File: config.mk
export PLATFORM = sky130hd
export DESIGN_NAME = ack_retry_link_tracker
export DESIGN_NICKNAME = d
export VERILOG_FILES = /design/src/rtl/arlt_pkg.sv /design/src/rtl/arlt_cfg_regs.sv /design/src/rtl/arlt_core.sv /design/src/rtl/ack_retry_link_tracker.sv
export SDC_FILE = /design/constraint.sdc
export NUM_CORES = 1
export LEC_CHECK = 0
export BUFFER_PORTS_ARGS = -buffer_cell sky130_fd_sc_hd__buf_2
export CORE_ASPECT_RATIO = 0.75
export CORE_UTILIZATION = 62
export CTS_CLUSTER_SIZE = 20
export DETAILED_ROUTE_END_ITERATION = 12
export GPL_ROUTABILITY_DRIVEN = 0
export GPL_TIMING_DRIVEN = 0
export PLACE_DENSITY = 0.91
export SYNTH_ARGS = -nofsm -noshare
export SYNTH_HDL_FRONTEND = slang
export SYNTH_HIERARCHICAL = 1
export SYNTH_SLANG_ARGS = --single-unit
File: constraint.sdc
create_clock -name clk_i -period 8.19 [get_ports clk_i]
set_input_delay 1.2285 -clock clk_i [delete_from_list [all_inputs] [get_ports clk_i]]
set_output_delay 1.2285 -clock clk_i [all_outputs]
set_load 0.01 [all_outputs]
File: src/rtl/arlt_pkg.sv
package arlt_pkg;

  // Input command codes.
  typedef enum logic [2:0] {
    CMD_TICK   = 3'd0,
    CMD_TOGGLE = 3'd1,
    CMD_SEND   = 3'd2,
    CMD_ACK    = 3'd3,
    CMD_HBEAT  = 3'd4,
    CMD_REPORT = 3'd5
  } cmd_e;

  // Link event codes on the result.
  typedef enum logic [1:0] {
    EV_NONE = 2'd0,
    EV_UP   = 2'd1,
    EV_LOST = 2'd2
  } link_event_e;

  // Configuration register indexes.
  localparam int unsigned CfgIdxW = 3;
  localparam int unsigned CfgDataW = 20;
  localparam logic [CfgIdxW-1:0] CFG_ACK_TIMEOUT = 3'd0;
  localparam logic [CfgIdxW-1:0] CFG_MAX_RETRIES = 3'd1;
  localparam logic [CfgIdxW-1:0] CFG_HB_TIMEOUT  = 3'd2;
  localparam logic [CfgIdxW-1:0] CFG_PEER_READY  = 3'd3;
  localparam logic [CfgIdxW-1:0] CFG_PROTO_VER   = 3'd4;

  localparam int unsigned InDataW = 48;
  localparam int unsigned OutDataW = 56;

  typedef struct packed {
    logic [15:0] ack_timeout;
    logic [7:0]  max_retries;
    logic [19:0] heartbeat_timeout;
    logic        peer_ready;
    logic [7:0]  accept_version;
  } cfg_t;

  typedef struct packed {
    logic [2:0]  command;
    logic [7:0]  mask;
    logic [7:0]  new_state;
    logic [15:0] msg_seq;
    logic [7:0]  reported_lights;
    logic [7:0]  msg_version;
  } item_t;

  typedef struct packed {
    logic        awaiting_ack;
    logic [7:0]  wanted_lights;
    logic        link_up;
    logic [1:0]  link_event;
    logic [7:0]  report_lights;
    logic        report_valid;
    logic [7:0]  send_lights;
    logic [7:0]  send_mask;
    logic [15:0] send_seq;
    logic        send_valid;
  } result_t;

endpackage

File: src/rtl/arlt_cfg_regs.sv
module arlt_cfg_regs
  import arlt_pkg::*;
(
  input  logic                clk_i,
  input  logic                rst_ni,
  input  logic                cfg_we_i,
  input  logic [CfgIdxW-1:0]  cfg_idx_i,
  input  logic [CfgDataW-1:0] cfg_wdata_i,
  output cfg_t                cfg_o
);

  cfg_t cfg_q, cfg_d;

  // Register decode; writes to unused indexes are dropped.
  always_comb begin
    cfg_d = cfg_q;
    if (cfg_we_i) begin
      unique case (cfg_idx_i)
        CFG_ACK_TIMEOUT: cfg_d.ack_timeout = cfg_wdata_i[15:0];
        CFG_MAX_RETRIES: cfg_d.max_retries = cfg_wdata_i[7:0];
        CFG_HB_TIMEOUT:  cfg_d.heartbeat_timeout = cfg_wdata_i[19:0];
        CFG_PEER_READY:  cfg_d.peer_ready = cfg_wdata_i[0];
        CFG_PROTO_VER:   cfg_d.accept_version = cfg_wdata_i[7:0];
        default: ;
      endcase
    end
  end

  always_ff @(posedge clk_i or negedge rst_ni) begin
    if (!rst_ni) begin
      cfg_q.ack_timeout       <= 16'd200;
      cfg_q.max_retries       <= 8'd3;
      cfg_q.heartbeat_timeout <= 20'd10000;
      cfg_q.peer_ready        <= 1'b0;
      cfg_q.accept_version    <= 8'd1;
    end else begin
      cfg_q <= cfg_d;
    end
  end

  assign cfg_o = cfg_q;

endmodule

File: src/rtl/arlt_core.sv
module arlt_core
  import arlt_pkg::*;
(
  input  logic    clk_i,
  input  logic    rst_ni,
  input  logic    step_i,
  input  item_t   item_i,
  input  cfg_t    cfg_i,
  output result_t result_o
);

  logic [15:0] seq_q, seq_d;
  logic        pend_q, pend_d;
  logic [15:0] pend_seq_q, pend_seq_d;
  logic [7:0]  pend_mask_q, pend_mask_d;
  logic [7:0]  pend_lights_q, pend_lights_d;
  logic [7:0]  retry_q, retry_d;
  logic [31:0] time_q, time_d;
  logic [31:0] sent_q, sent_d;
  logic [31:0] heard_q, heard_d;
  logic [7:0]  desired_q, desired_d;
  logic [7:0]  confirmed_q, confirmed_d;
  logic        conn_q, conn_d;

  logic        ver_ok;
  logic        do_issue;
  logic [7:0]  issue_lights;
  logic        do_heard;
  logic [7:0]  toggled;
  logic [31:0] time_inc;
  logic [31:0] ack_elapsed;
  logic [31:0] hb_elapsed;
  result_t     res;

  // Elapsed times are taken against the time after this tick.
  assign ver_ok = (item_i.msg_version == cfg_i.accept_version);
  assign toggled = desired_q ^ item_i.mask;
  assign time_inc = time_q + 32'd1;
  assign ack_elapsed = time_inc - sent_q;
  assign hb_elapsed = time_inc - heard_q;

  // Decide what the item does.
  always_comb begin
    do_issue     = 1'b0;
    issue_lights = item_i.new_state;
    do_heard     = 1'b0;
    case (item_i.command) inside
      CMD_TOGGLE: begin
        do_issue     = cfg_i.peer_ready;
        issue_lights = toggled & item_i.mask;
      end
      CMD_SEND: begin
        do_issue = cfg_i.peer_ready;
      end
      CMD_ACK, CMD_HBEAT, CMD_REPORT: begin
        do_heard = ver_ok;
      end
      default: ;
    endcase
  end

  // Next state and result for one item.
  always_comb begin
    seq_d         = seq_q;
    pend_d        = pend_q;
    pend_seq_d    = pend_seq_q;
    pend_mask_d   = pend_mask_q;
    pend_lights_d = pend_lights_q;
    retry_d       = retry_q;
    time_d        = time_q;
    sent_d        = sent_q;
    heard_d       = heard_q;
    desired_d     = desired_q;
    confirmed_d   = confirmed_q;
    conn_d        = conn_q;
    res           = '0;

    // Clock tick: resend or give up, then check the link.
    if (item_i.command == CMD_TICK) begin
      time_d = time_inc;
      if (pend_q && (ack_elapsed >= {16'd0, cfg_i.ack_timeout})) begin
        if (retry_q < cfg_i.max_retries) begin
          retry_d        = retry_q + 8'd1;
          sent_d         = time_inc;
          res.send_valid = 1'b1;
          res.send_seq   = pend_seq_q;
          res.send_mask  = pend_mask_q;
          res.send_lights = pend_lights_q;
        end else begin
          pend_d            = 1'b0;
          desired_d         = confirmed_q;
          res.report_valid  = 1'b1;
          res.report_lights = confirmed_q;
        end
      end
      if (conn_q && (hb_elapsed >= {12'd0, cfg_i.heartbeat_timeout})) begin
        conn_d         = 1'b0;
        res.link_event = EV_LOST;
      end
    end

    // Optimistic update of the wanted state on a toggle.
    if (item_i.command == CMD_TOGGLE) begin
      desired_d = toggled;
    end

    // New command frame; replaces any pending one.
    if (do_issue) begin
      seq_d           = seq_q + 16'd1;
      pend_seq_d      = seq_d;
      pend_mask_d     = item_i.mask;
      pend_lights_d   = issue_lights;
      pend_d          = 1'b1;
      retry_d         = 8'd0;
      sent_d          = time_q;
      res.send_valid  = 1'b1;
      res.send_seq    = seq_d;
      res.send_mask   = item_i.mask;
      res.send_lights = issue_lights;
    end

    // Something was heard from the peer.
    if (do_heard) begin
      confirmed_d       = item_i.reported_lights;
      heard_d           = time_q;
      res.report_valid  = 1'b1;
      res.report_lights = item_i.reported_lights;
      if (!conn_q) begin
        conn_d         = 1'b1;
        res.link_event = EV_UP;
      end
      if (item_i.command == CMD_ACK && item_i.msg_seq == pend_seq_q) begin
        pend_d = 1'b0;
      end
      if (item_i.command != CMD_HBEAT) begin
        desired_d = item_i.reported_lights;
      end
    end

    res.link_up       = conn_d;
    res.wanted_lights = desired_d;
    res.awaiting_ack  = pend_d;
  end

  always_ff @(posedge clk_i or negedge rst_ni) begin
    if (!rst_ni) begin
      seq_q         <= '0;
      pend_q        <= 1'b0;
      pend_seq_q    <= '0;
      pend_mask_q   <= '0;
      pend_lights_q <= '0;
      retry_q       <= '0;
      time_q        <= '0;
      sent_q        <= '0;
      heard_q       <= '0;
      desired_q     <= '0;
      confirmed_q   <= '0;
      conn_q        <= 1'b0;
    end else if (step_i) begin
      seq_q         <= seq_d;
      pend_q        <= pend_d;
      pend_seq_q    <= pend_seq_d;
      pend_mask_q   <= pend_mask_d;
      pend_lights_q <= pend_lights_d;
      retry_q       <= retry_d;
      time_q        <= time_d;
      sent_q        <= sent_d;
      heard_q       <= heard_d;
      desired_q     <= desired_d;
      confirmed_q   <= confirmed_d;
      conn_q        <= conn_d;
    end
  end

  assign result_o = res;

endmodule

File: src/rtl/ack_retry_link_tracker.sv
// Stop-and-wait command sender with link tracking.
//
// Input stream (s_axis): one transaction per item; tuser carries the command
// code and tdata the message fields. Output stream (m_axis): exactly one
// transaction per input item, in order, carrying the send frame, the host
// report, the link event and the current status.
// Configuration is written through cfg_we_i / cfg_idx_i / cfg_wdata_i while
// the stream is idle; a write takes effect at the next clock edge.
//
// A result is offered on m_axis once it has passed the input register, then
// the result register. The block takes one item per cycle unless the receiver
// stalls; the state update is combinational, made of compares and
// increments.
// Reset clears all protocol state and loads the configuration defaults; both
// stream registers come up empty. When the receiver stalls, the result holds
// in the result register and one more item waits in the input register; then
// s_axis_tready drops until the result is taken.
module ack_retry_link_tracker
  import arlt_pkg::*;
(
  input  logic                clk_i,
  input  logic                rst_ni,
  input  logic                cfg_we_i,
  input  logic [CfgIdxW-1:0]  cfg_idx_i,
  input  logic [CfgDataW-1:0] cfg_wdata_i,
  input  logic                s_axis_tvalid,
  output logic                s_axis_tready,
  // mask[7:0], new_state[15:8], msg_seq[31:16], reported_lights[39:32],
  // msg_version[47:40]
  input  logic [InDataW-1:0]  s_axis_tdata,
  // command[2:0]
  input  logic [2:0]          s_axis_tuser,
  output logic                m_axis_tvalid,
  input  logic                m_axis_tready,
  // send_valid[0], send_seq[16:1], send_mask[24:17], send_lights[32:25],
  // report_valid[33], report_lights[41:34], link_event[43:42], link_up[44],
  // wanted_lights[52:45], awaiting_ack[53], zero fill [55:54]
  output logic [OutDataW-1:0] m_axis_tdata
);

  cfg_t    cfg;
  item_t   in_q;
  logic    in_valid_q;
  result_t res;
  result_t out_q;
  logic    out_valid_q;
  logic    advance;
  logic    in_take;

  arlt_cfg_regs u_cfg (
    .clk_i       (clk_i),
    .rst_ni      (rst_ni),
    .cfg_we_i    (cfg_we_i),
    .cfg_idx_i   (cfg_idx_i),
    .cfg_wdata_i (cfg_wdata_i),
    .cfg_o       (cfg)
  );

  // An item moves on when the result register is free or being emptied.
  assign advance       = in_valid_q && (!out_valid_q || m_axis_tready);
  assign s_axis_tready = !in_valid_q || advance;
  assign in_take       = s_axis_tvalid && s_axis_tready;

  // Input register.
  always_ff @(posedge clk_i or negedge rst_ni) begin
    if (!rst_ni) begin
      in_valid_q <= 1'b0;
    end else if (s_axis_tready) begin
      in_valid_q <= s_axis_tvalid;
    end
  end

  always_ff @(posedge clk_i) begin
    if (in_take) begin
      in_q.command         <= s_axis_tuser;
      in_q.mask            <= s_axis_tdata[7:0];
      in_q.new_state       <= s_axis_tdata[15:8];
      in_q.msg_seq         <= s_axis_tdata[31:16];
      in_q.reported_lights <= s_axis_tdata[39:32];
      in_q.msg_version     <= s_axis_tdata[47:40];
    end
  end

  arlt_core u_core (
    .clk_i    (clk_i),
    .rst_ni   (rst_ni),
    .step_i   (advance),
    .item_i   (in_q),
    .cfg_i    (cfg),
    .result_o (res)
  );

  // Result register.
  always_ff @(posedge clk_i or negedge rst_ni) begin
    if (!rst_ni) begin
      out_valid_q <= 1'b0;
    end else if (advance) begin
      out_valid_q <= 1'b1;
    end else if (m_axis_tready) begin
      out_valid_q <= 1'b0;
    end
  end

  always_ff @(posedge clk_i) begin
    if (advance) begin
      out_q <= res;
    end
  end

  assign m_axis_tvalid = out_valid_q;
  assign m_axis_tdata  = {2'b00, out_q};

endmodule

After elaboration in Yosys (flattened, before gate mapping):

Index checks and enable logic that the tools add are counted.

* word-level logic and storage cells: 121
* register bits after elaboration: 314
* output and inout port bits: 58
* input bits: 79

* bitwise operators: 2
* equality and inequality tests: 12
* magnitude comparators: 3
* add/subtract/negate cells: 5
* reductions and logical operators: 25
* multiplexer cells: 40

Operators with widths (count)
* $mux 32: 4
* $mux 8: 11
* $mux 33: 2
* $sub 32x32->32: 2
* $mux 44: 1
* $mux 42: 1
* $add 32x1->32 const B: 1
* $ge 32x16->1: 1
* $ge 32x20->1: 1
* $mux 1: 17
* $add 16x1->16 const B: 1
* $eq 16x16->1: 1
* $reduce_and 2->1: 8
* $eq 3x2->1 const B: 4
* $mux 11: 1
* $eq 3x3->1 const B: 3
* $mux 9: 1
* $add 8x1->8 const B: 1
* $and 8x8->8: 1
* $eq 8x8->1: 1
* $lt 8x8->1: 1
* $reduce_bool 2->1: 4
* $xor 8x8->8: 1
* $eq 3x1->1 const B: 2
* other kinds (8): 16

Logic depth before layout (Yosys ltp):

Gate-level depths: netlist (run 1).

* depth in word-level cells: 9
* mapped depth: 29
* depth with buffers taken out: 27

Modules after synthesis:

Netlist (run 1), hierarchy kept.

Modules (own cells, without submodules)
* arlt_core: times used 1, sequential area each 3853.7 sq um, cells each 1650, area each 13709.4 sq um
* ack_retry_link_tracker: times used 1, sequential area each 3203.1 sq um, cells each 116, area each 3275.6 sq um
* arlt_cfg_regs: times used 1, sequential area each 1340.0 sq um, cells each 116, area each 2035.7 sq um

Worst setup path after synthesis (run 1):

OpenSTA, ideal clock, no wires.

* path type: register to register
* start point: register u_core.time_q[0]
* end point: register u_core.sent_q[10]
* setup slack: 2.395 ns
* required time: 8.111 ns
* period minus slack after synthesis: 5.795 ns
* library setup time: 0.079 ns
* arrival time: 5.716 ns
* buffers on the path: 2
* cell stages (with the launch flop): 27
* cell sequence: dfrtp_1 ha_1 nand3_1 nor2_1 and3_1 and3_1 nand3_1 xnor2_1 ha_1 clkbuf_1 nand2_1 o21ai_0 nor2_1 xnor2_1 ha_1 nand4_1 or4_1 a221oi_1 a221o_1 a2111oi_0 o211ai_1 nor4_1 and4_1 a211o_1 nand2_1 buf_2 mux2i_1

* cells in the longest elaborated chain, start to end: 6
* elaborated cells on any way between the ends: 10
* those cells by class: 2 x add/sub; 1 x order compare; 4 x mux; 3 x reduce/logical

Ends and longest elaborated chain
* start: declaration: line arlt_core.sv:18 `logic [31:0] time_q, time_d;`
* start signal: assignment: line arlt_core.sv:166 `time_q <= time_d;`
* $add 32x1->32: line arlt_core.sv:38 `assign time_inc = time_q + 32'd1;`
* via u_core.time_inc[14]: line arlt_core.sv:30 `logic [31:0] time_inc;`
* $sub 32x32->32: line arlt_core.sv:39 `assign ack_elapsed = time_inc - sent_q;`
* $ge 32x16->1: line arlt_core.sv:81 `if (pend_q && (ack_elapsed >= {16'd0, cfg_i.ack_timeout})) begin`
* $logic_and 1x1->1: line arlt_core.sv:81
* $reduce_bool 2->1 (no line)
* $reduce_and 4->1 (no line)
* end signal: assignment: line arlt_core.sv:167 `sent_q <= sent_d;`
* end: declaration: line arlt_core.sv:19 `logic [31:0] sent_q, sent_d;`

The timed path passes the listed nets, and every way through them passes these cells. The select of a mux whose other input is x is not followed.
A chain may end at the register's enable or synchronous reset.

==> results_dict.tcl, run 1 <==
set metrics [dict create \
    drive_gt1_share_pct 17.5 \
    yosysTopAreaCellShare_pct 26.0 \
    grt_util_all_layers_pct 33.4 \
    design.core.area_sq_um 30100 \
    worst_pin_slew_ns 1.29 \
    fillers 2063 \
    finalClockSkew_ns 0.0183 \
    worstSetupPathType "flip-flop to flip-flop" \
    hpwl_microns 36600 \
    grt_pass1_wl_microns 83000 \
    fin_tns_setup_ns 0 \
    grt_max_degree 107 \
    status "finished clean" \
    clock-sinks 314 \
    yosys.cell_types.count 84 \
    clk_pin_slew_ns 0.07 \
    htree_num_levels 1 \
    cp-end-kind "flip-flop" \
    async_flop_share_pct 66.6 \
    synthTopCellsByArea "dfrtp_1 (26%), edfxtp_1 (17%), ha_1 (7.6%)" \
    grt_antenna_before_repair 1 \
    maxSlewHeadroom_pct 13.2 \
    hold_viol_final 0 \
    synth_seq_area_share_pct 44.1 \
    place.port_buffers 134 \
    avgSynthCellArea_sq_um 10.1 \
    finalCritPeriodShare_pct 96.8 \
    synth_flop_cell "dfrtp_1" \
    ant_nets 0 \
    clock_latency_ns 0.59 \
    ys_ff_latch 314 \
    multiInputGateArea_sq_um 9710 \
    die_h_microns 154 \
    synth_area_sq_um 19000 \
    drcViolationCount 0 \
    fmax_mhz 126 \
    cp.arrival_ns 8.32 \
    fin_crit_ns 7.92 \
    rows 55 \
    rsz0062_at_grt "no" \
    synth-edff-count 105 \
    drv_slew 0 \
    drv_cap 0 \
    synthTopCellsByCount "dfrtp_1 (198), nand2_1 (194), inv_1 (133)" \
    yosys.area.top_type "dfrtp_1" \
    cts_repair_resize_count 0 \
    synthCells 1882 \
    seqCellArea_sq_um 8400 \
    cts_setup_buffers 0 \
    vias 15900 \
    yosysMostFrequentCell "dfrtp_1" \
    die_w_microns 204 \
    final_cells 2474 \
    rrSetupSlack_ns 0.27 \
    cts_root_buf "clkbuf_16" \
    diodes 0 \
    initial_core_util_pct 63.1 \
    clk_path_buf_depth 3 \
    wl_per_cell_microns 20.9 \
    max_stage_delay_ns 0.62 \
    syn2layout_area_growth_pct 12.4 \
    hold_buffers 0 \
    dieArea_sq_um 31400 \
    drt_pass1_iterations 9 \
    drt_wl_total_microns 51800 \
    cp_max_fo 10 \
    setup_viol 0 \
    grt_pass1_vias 15700 \
    placed_cells 2418 \
    critPathTopFamily "simple AND/OR/NAND/NOR gates" \
    critPathLaunchType "flip-flop" \
    cp.required_ns 8.59 \
    drtIter0Drc 2315 \
    boundaryPins 137 \
    hp-class "flip-flop to flip-flop" \
    vias_per_cell 6.42 \
    yosys_warnings 6 \
    overflow 0 \
    p_per_area_nw_per_um2 278 \
    cts_tree "done" \
    crit_buf_inv 2 \
    cts_buffers 30 \
    leakage_nw 9.82 \
    peakVddDrop_v 0.000218 \
    nNetsFinal 2248 \
    crit_path_top_delay_cell "or4_1" \
]
## state kept, by name, summed over array words and instances (netlist names), 16 cells and up
register,count
u_core/time_q,32
u_cfg/cfg_o,53
u_core/pend_seq_q,16
m_axis_tdata,54
in_q,51
u_core/sent_q,32
u_core/heard_q,32
## final cells by class
class / instances / share of cell area [%]
Inverter: 133 / 2.33
Buffer: 96 / 2.00
Tap cell: 399 / 2.33
Clock buffer: 37 / 4.02
Multi-Input combinational cell: 1340 / 45.4
Timing Repair Buffer: 136 / 3.41
Sequential cell: 314 / 39.3
Clock inverter: 19 / 1.23
## final timing paths
path                                  startpoint               endpoint  depth (start not counted)
max                             u_core/time_q[0]       m_axis_tdata[15]                         27
min                        u_core/pend_mask_q[3]  u_core/pend_mask_q[3]                          2
min in group asynchronous                 rst_ni      u_core/heard_q[8]                          1
max in group asynchronous                 rst_ni    u_core/desired_q[2]                          2
max reg2reg                     u_core/time_q[0]       m_axis_tdata[15]                         27
min reg2reg                u_core/pend_mask_q[3]  u_core/pend_mask_q[3]                          2
## cells in the final DEF, fill, tap and decap left out, types with 23 or more instances in the layout
| master | n |
|---|---|
| dfrtp_1 | 198 |
| nand4_1 | 26 |
| mux2_2 | 102 |
| xor2_1 | 71 |
| nand3_1 | 36 |
| nor2_1 | 105 |
| edfxtp_1 | 105 |
| inv_1 | 133 |
| a21o_1 | 42 |
| nor3_1 | 23 |
| ha_1 | 116 |
| nand2_1 | 194 |
| clkbuf_16 | 32 |
| and3_1 | 25 |
| a21oi_1 | 79 |
| o21ai_0 | 107 |
| xnor2_1 | 104 |
| mux2i_1 | 44 |
| clkbuf_1 | 50 |
| buf_2 | 165 |
## layer usage
metal  global-route usage (%)  wire length, microns
met2                     51.9                 23300
met5                        0                     0
met4                     10.5                  1710
met3                     6.30                  5860
met1                     47.4                 20900
## per-stage QoR
step	area, sq um	power [mW]	util (%)	hold WS, ns	setup slack [ns]
6_report	21400	5.94	70.9	0.484	0.266
5_1_grt	21400	6.24	70.9	0.520	0.0323
4_1_cts	21400	5.86	70.9	0.481	0.288
3_5_place_dp	20300	4.25	67.2	0.463	0.487
3_3_place_gp	20200	4.12	67.0	0.460	0.714
2_1_floorplan	19000	3.65	-	0.447	2.39
## kinds of logic (layout without fill, tap and decap cells)
kind of cell / after synthesis / after routing / share of synthesized area [%]
other cells: 1 / 2 / 0.0197
compound gates: 393 / 393 / 13.5
fa+ha+maj: 118 / 118 / 7.84
flops: 314 / 314 / 44.1
buf+inv: 229 / 421 / 4.87
simple gates: 505 / 505 / 13.1
mux: 146 / 146 / 8.35
xor+xnor: 176 / 176 / 8.14
## report_power, final
group	switching, mW	internal [mW]
Combinational	1.41	0.965
Sequential	0.142	1.85
Clock	0.640	0.936
Total	2.19	3.76
## worst register-to-register path: stages, from the launching register on
cell and delay [ns]:
dfrtp_1 0.56, ha_1 0.33, nand3_1 0.24, nor2_1 0.41, and3_1 0.29, and3_1 0.28
nand3_1 0.20, xnor2_1 0.20, ha_1 0.28, clkbuf_1 0.31, nand2_1 0.13, nor2_1 0.21
o21a_1 0.19, nor2_1 0.06, xnor2_1 0.14, ha_1 0.32, nand4_1 0.20, or4_1 0.62
a221oi_1 0.57, a221o_1 0.25, a2111oi_0 0.09, o211ai_1 0.13, nor4_1 0.07, and4_1 0.27
a21oi_1 0.46, clkbuf_1 0.58, o21ai_0 0.21, o31ai_1 0.11
No activity file was read; power rests on OpenSTA's default activity.
==> run 2, diff against run 1 <==
Settings changed: ABC_CLOCK_PERIOD_IN_PS set to 8189, CELL_PAD_IN_SITES_DETAIL_PLACEMENT set to 1, CELL_PAD_IN_SITES_GLOBAL_PLACEMENT set to 2, CORE_UTILIZATION 62 to 40, PLACE_DENSITY 0.91 to 0.9, SKIP_CTS_REPAIR_TIMING set to 1.
==> results_dict.tcl, run 2 (synthesis results as in run 1) <==
set metrics [dict create \
    worstSetupPathType "flip-flop to flip-flop" \
    worst_pin_slew_ns 1.11 \
    rows 68 \
    wl_per_cell_microns 21.0 \
    hold_path_depth 2 \
    p_int_mw 3.72 \
    clock-sinks 314 \
    layout_common_cells "dfrtp_1 (198), nand2_1 (194), buf_2 (166), inv_1 (133), ha_1 (116)" \
    setup_viol 0 \
    grt_pass1_vias 16000 \
    dpl_cell_area_sq_um 20500 \
    critPathLaunchType "flip-flop" \
    clk_pin_slew_ns 0.06 \
    ant_nets 0 \
    leakage_nw 9.83 \
    preCtsSetupSlack_ns 0.355 \
    hp-class "flip-flop to flip-flop" \
    grt_antenna_before_repair 0 \
    drv_cap 0 \
    boundaryPins 137 \
    final_common_cell "dfrtp_1" \
    p_clk_share_pct 26.2 \
    peakVddDrop_v 0.000163 \
    seqPwrFrac_pct 33.3 \
    vias 15200 \
    syn2layout_area_growth_pct 14.1 \
    finalCritPeriodShare_pct 94.3 \
    p_per_area_nw_per_um2 275 \
    power_mw 5.96 \
    cp_max_fo 10 \
    htree_num_levels 2 \
    holdWs_ns 0.482 \
    drtIter0Drc 943 \
    die_w_microns 254 \
    clock_latency_ns 0.54 \
    overflow 0 \
    largest_reg_flops 54 \
    swShare_pct 37.6 \
    switchingPower_mw 2.24 \
    drcViolationCount 0 \
    finalClockSkew_ns 0.0302 \
    fin_crit_ns 7.73 \
    cp.arrival_ns 7.98 \
    design_area_sq_um 21700 \
    fmax_mhz 129 \
    nNetsFinal 2254 \
    hold_viol_final 0 \
    rsz0062_at_grt "no" \
    cp-end-kind "flip-flop" \
    clk_path_buf_depth 3 \
    design.core.area_sq_um 46500 \
    dieArea_sq_um 48400 \
    drive_gt1_share_pct 17.7 \
    power.combinational.fraction_pct 40.4 \
    status "finished clean" \
    drt_pass1_iterations 7 \
    grt_max_degree 109 \
    diodes 0 \
    grt_pass1_wl_microns 89700 \
    reg2regPathDepth 22 \
    hpwl_microns 43200 \
    initial_core_util_pct 40.9 \
    drt_wl_total_microns 56900 \
    fin_ws_ns 0.465 \
    grt_util_all_layers_pct 23.8 \
    rrSetupSlack_ns 0.46 \
    cts_buffers 35 \
    cts_tree "done" \
    vias_per_cell 5.59 \
    cts_root_buf "clkbuf_16" \
    fin_util_pct 46.7 \
    drv_slew 0 \
    die_h_microns 191 \
    cp.required_ns 8.45 \
    maxSlewHeadroom_pct 25.5 \
    place.port_buffers 134 \
]
-- run 2: cell count changes in the layout (fill, tap and decap cells not counted), sizes merged --
cell and delta:
clkinv +3, clkbuf +7, buf +1, bufinv -3
-- run 2: worst paths after layout --
kind,from,to
min in group asynchronous,rst_ni,u_core/heard_q[7]
max in group asynchronous,rst_ni,u_core/confirmed_q[3]
setup / recovery,u_core/time_q[0],m_axis_tdata[8]
hold / removal,u_core/pend_mask_q[2],u_core/pend_mask_q[2]
setup reg to reg,u_core/time_q[0],m_axis_tdata[8]
hold reg to reg,u_core/pend_mask_q[2],u_core/pend_mask_q[2]
-- run 2: cell type report --
cell class,count,area [sq um]
fill,5244,24800
multi-input combinational,1340,9730
sequential,314,8400
clock buffer,44,920
tap,630,788
timing repair buffer,137,733
inverter,133,499
buffer,96,429
clock inverter,19,201
-- run 2: power by group through the flow --
stage	sequential [mW]	clock, mW	combinational [mW]
5_1_grt	2.01	1.65	2.69
6_report	1.99	1.56	2.41
3_5_place_dp	2.02	0	2.35
4_1_cts	1.99	1.60	2.39
2_1_floorplan	1.98	0	1.67
3_3_place_gp	2.00	0	2.25
-- run 2: through the flow --
step | setup TNS [ns] | std cells
2_1_floorplan | 0 | 1883
3_3_place_gp | -0.0396 | 2647
3_5_place_dp | 0 | 2650
4_1_cts | 0 | 2713
5_1_grt | 0 | 2713
6_report | 0 | 2713
-- run 2: metal layers --
metal | wire length [microns] | track usage (%)
met3 | 3400 | 4.65
met4 | 1070 | 5.72
met1 | 26500 | 33.5
met2 | 25900 | 37.3
met5 | 0 | 0
-- run 2: critical path: stages, from the launching register on --
cell	delay [ns]
dfrtp_1	0.54
ha_1	0.28
nand3_1	0.26
nor2_2	0.33
and3_1	0.29
nand2_1	0.18
nor4_1	0.71
nand2_1	0.28
nor3_1	0.48
xor2_1	0.39
ha_1	0.39
a21oi_1	0.31
o21ai_0	0.19
a311oi_1	0.52
o21ai_0	0.19
a2111oi_0	0.45
o211ai_1	0.15
nor4_1	0.17
and4_1	0.33
a21oi_1	0.19
clkbuf_1	0.31
o21ai_0	0.32
o21ai_0	0.16
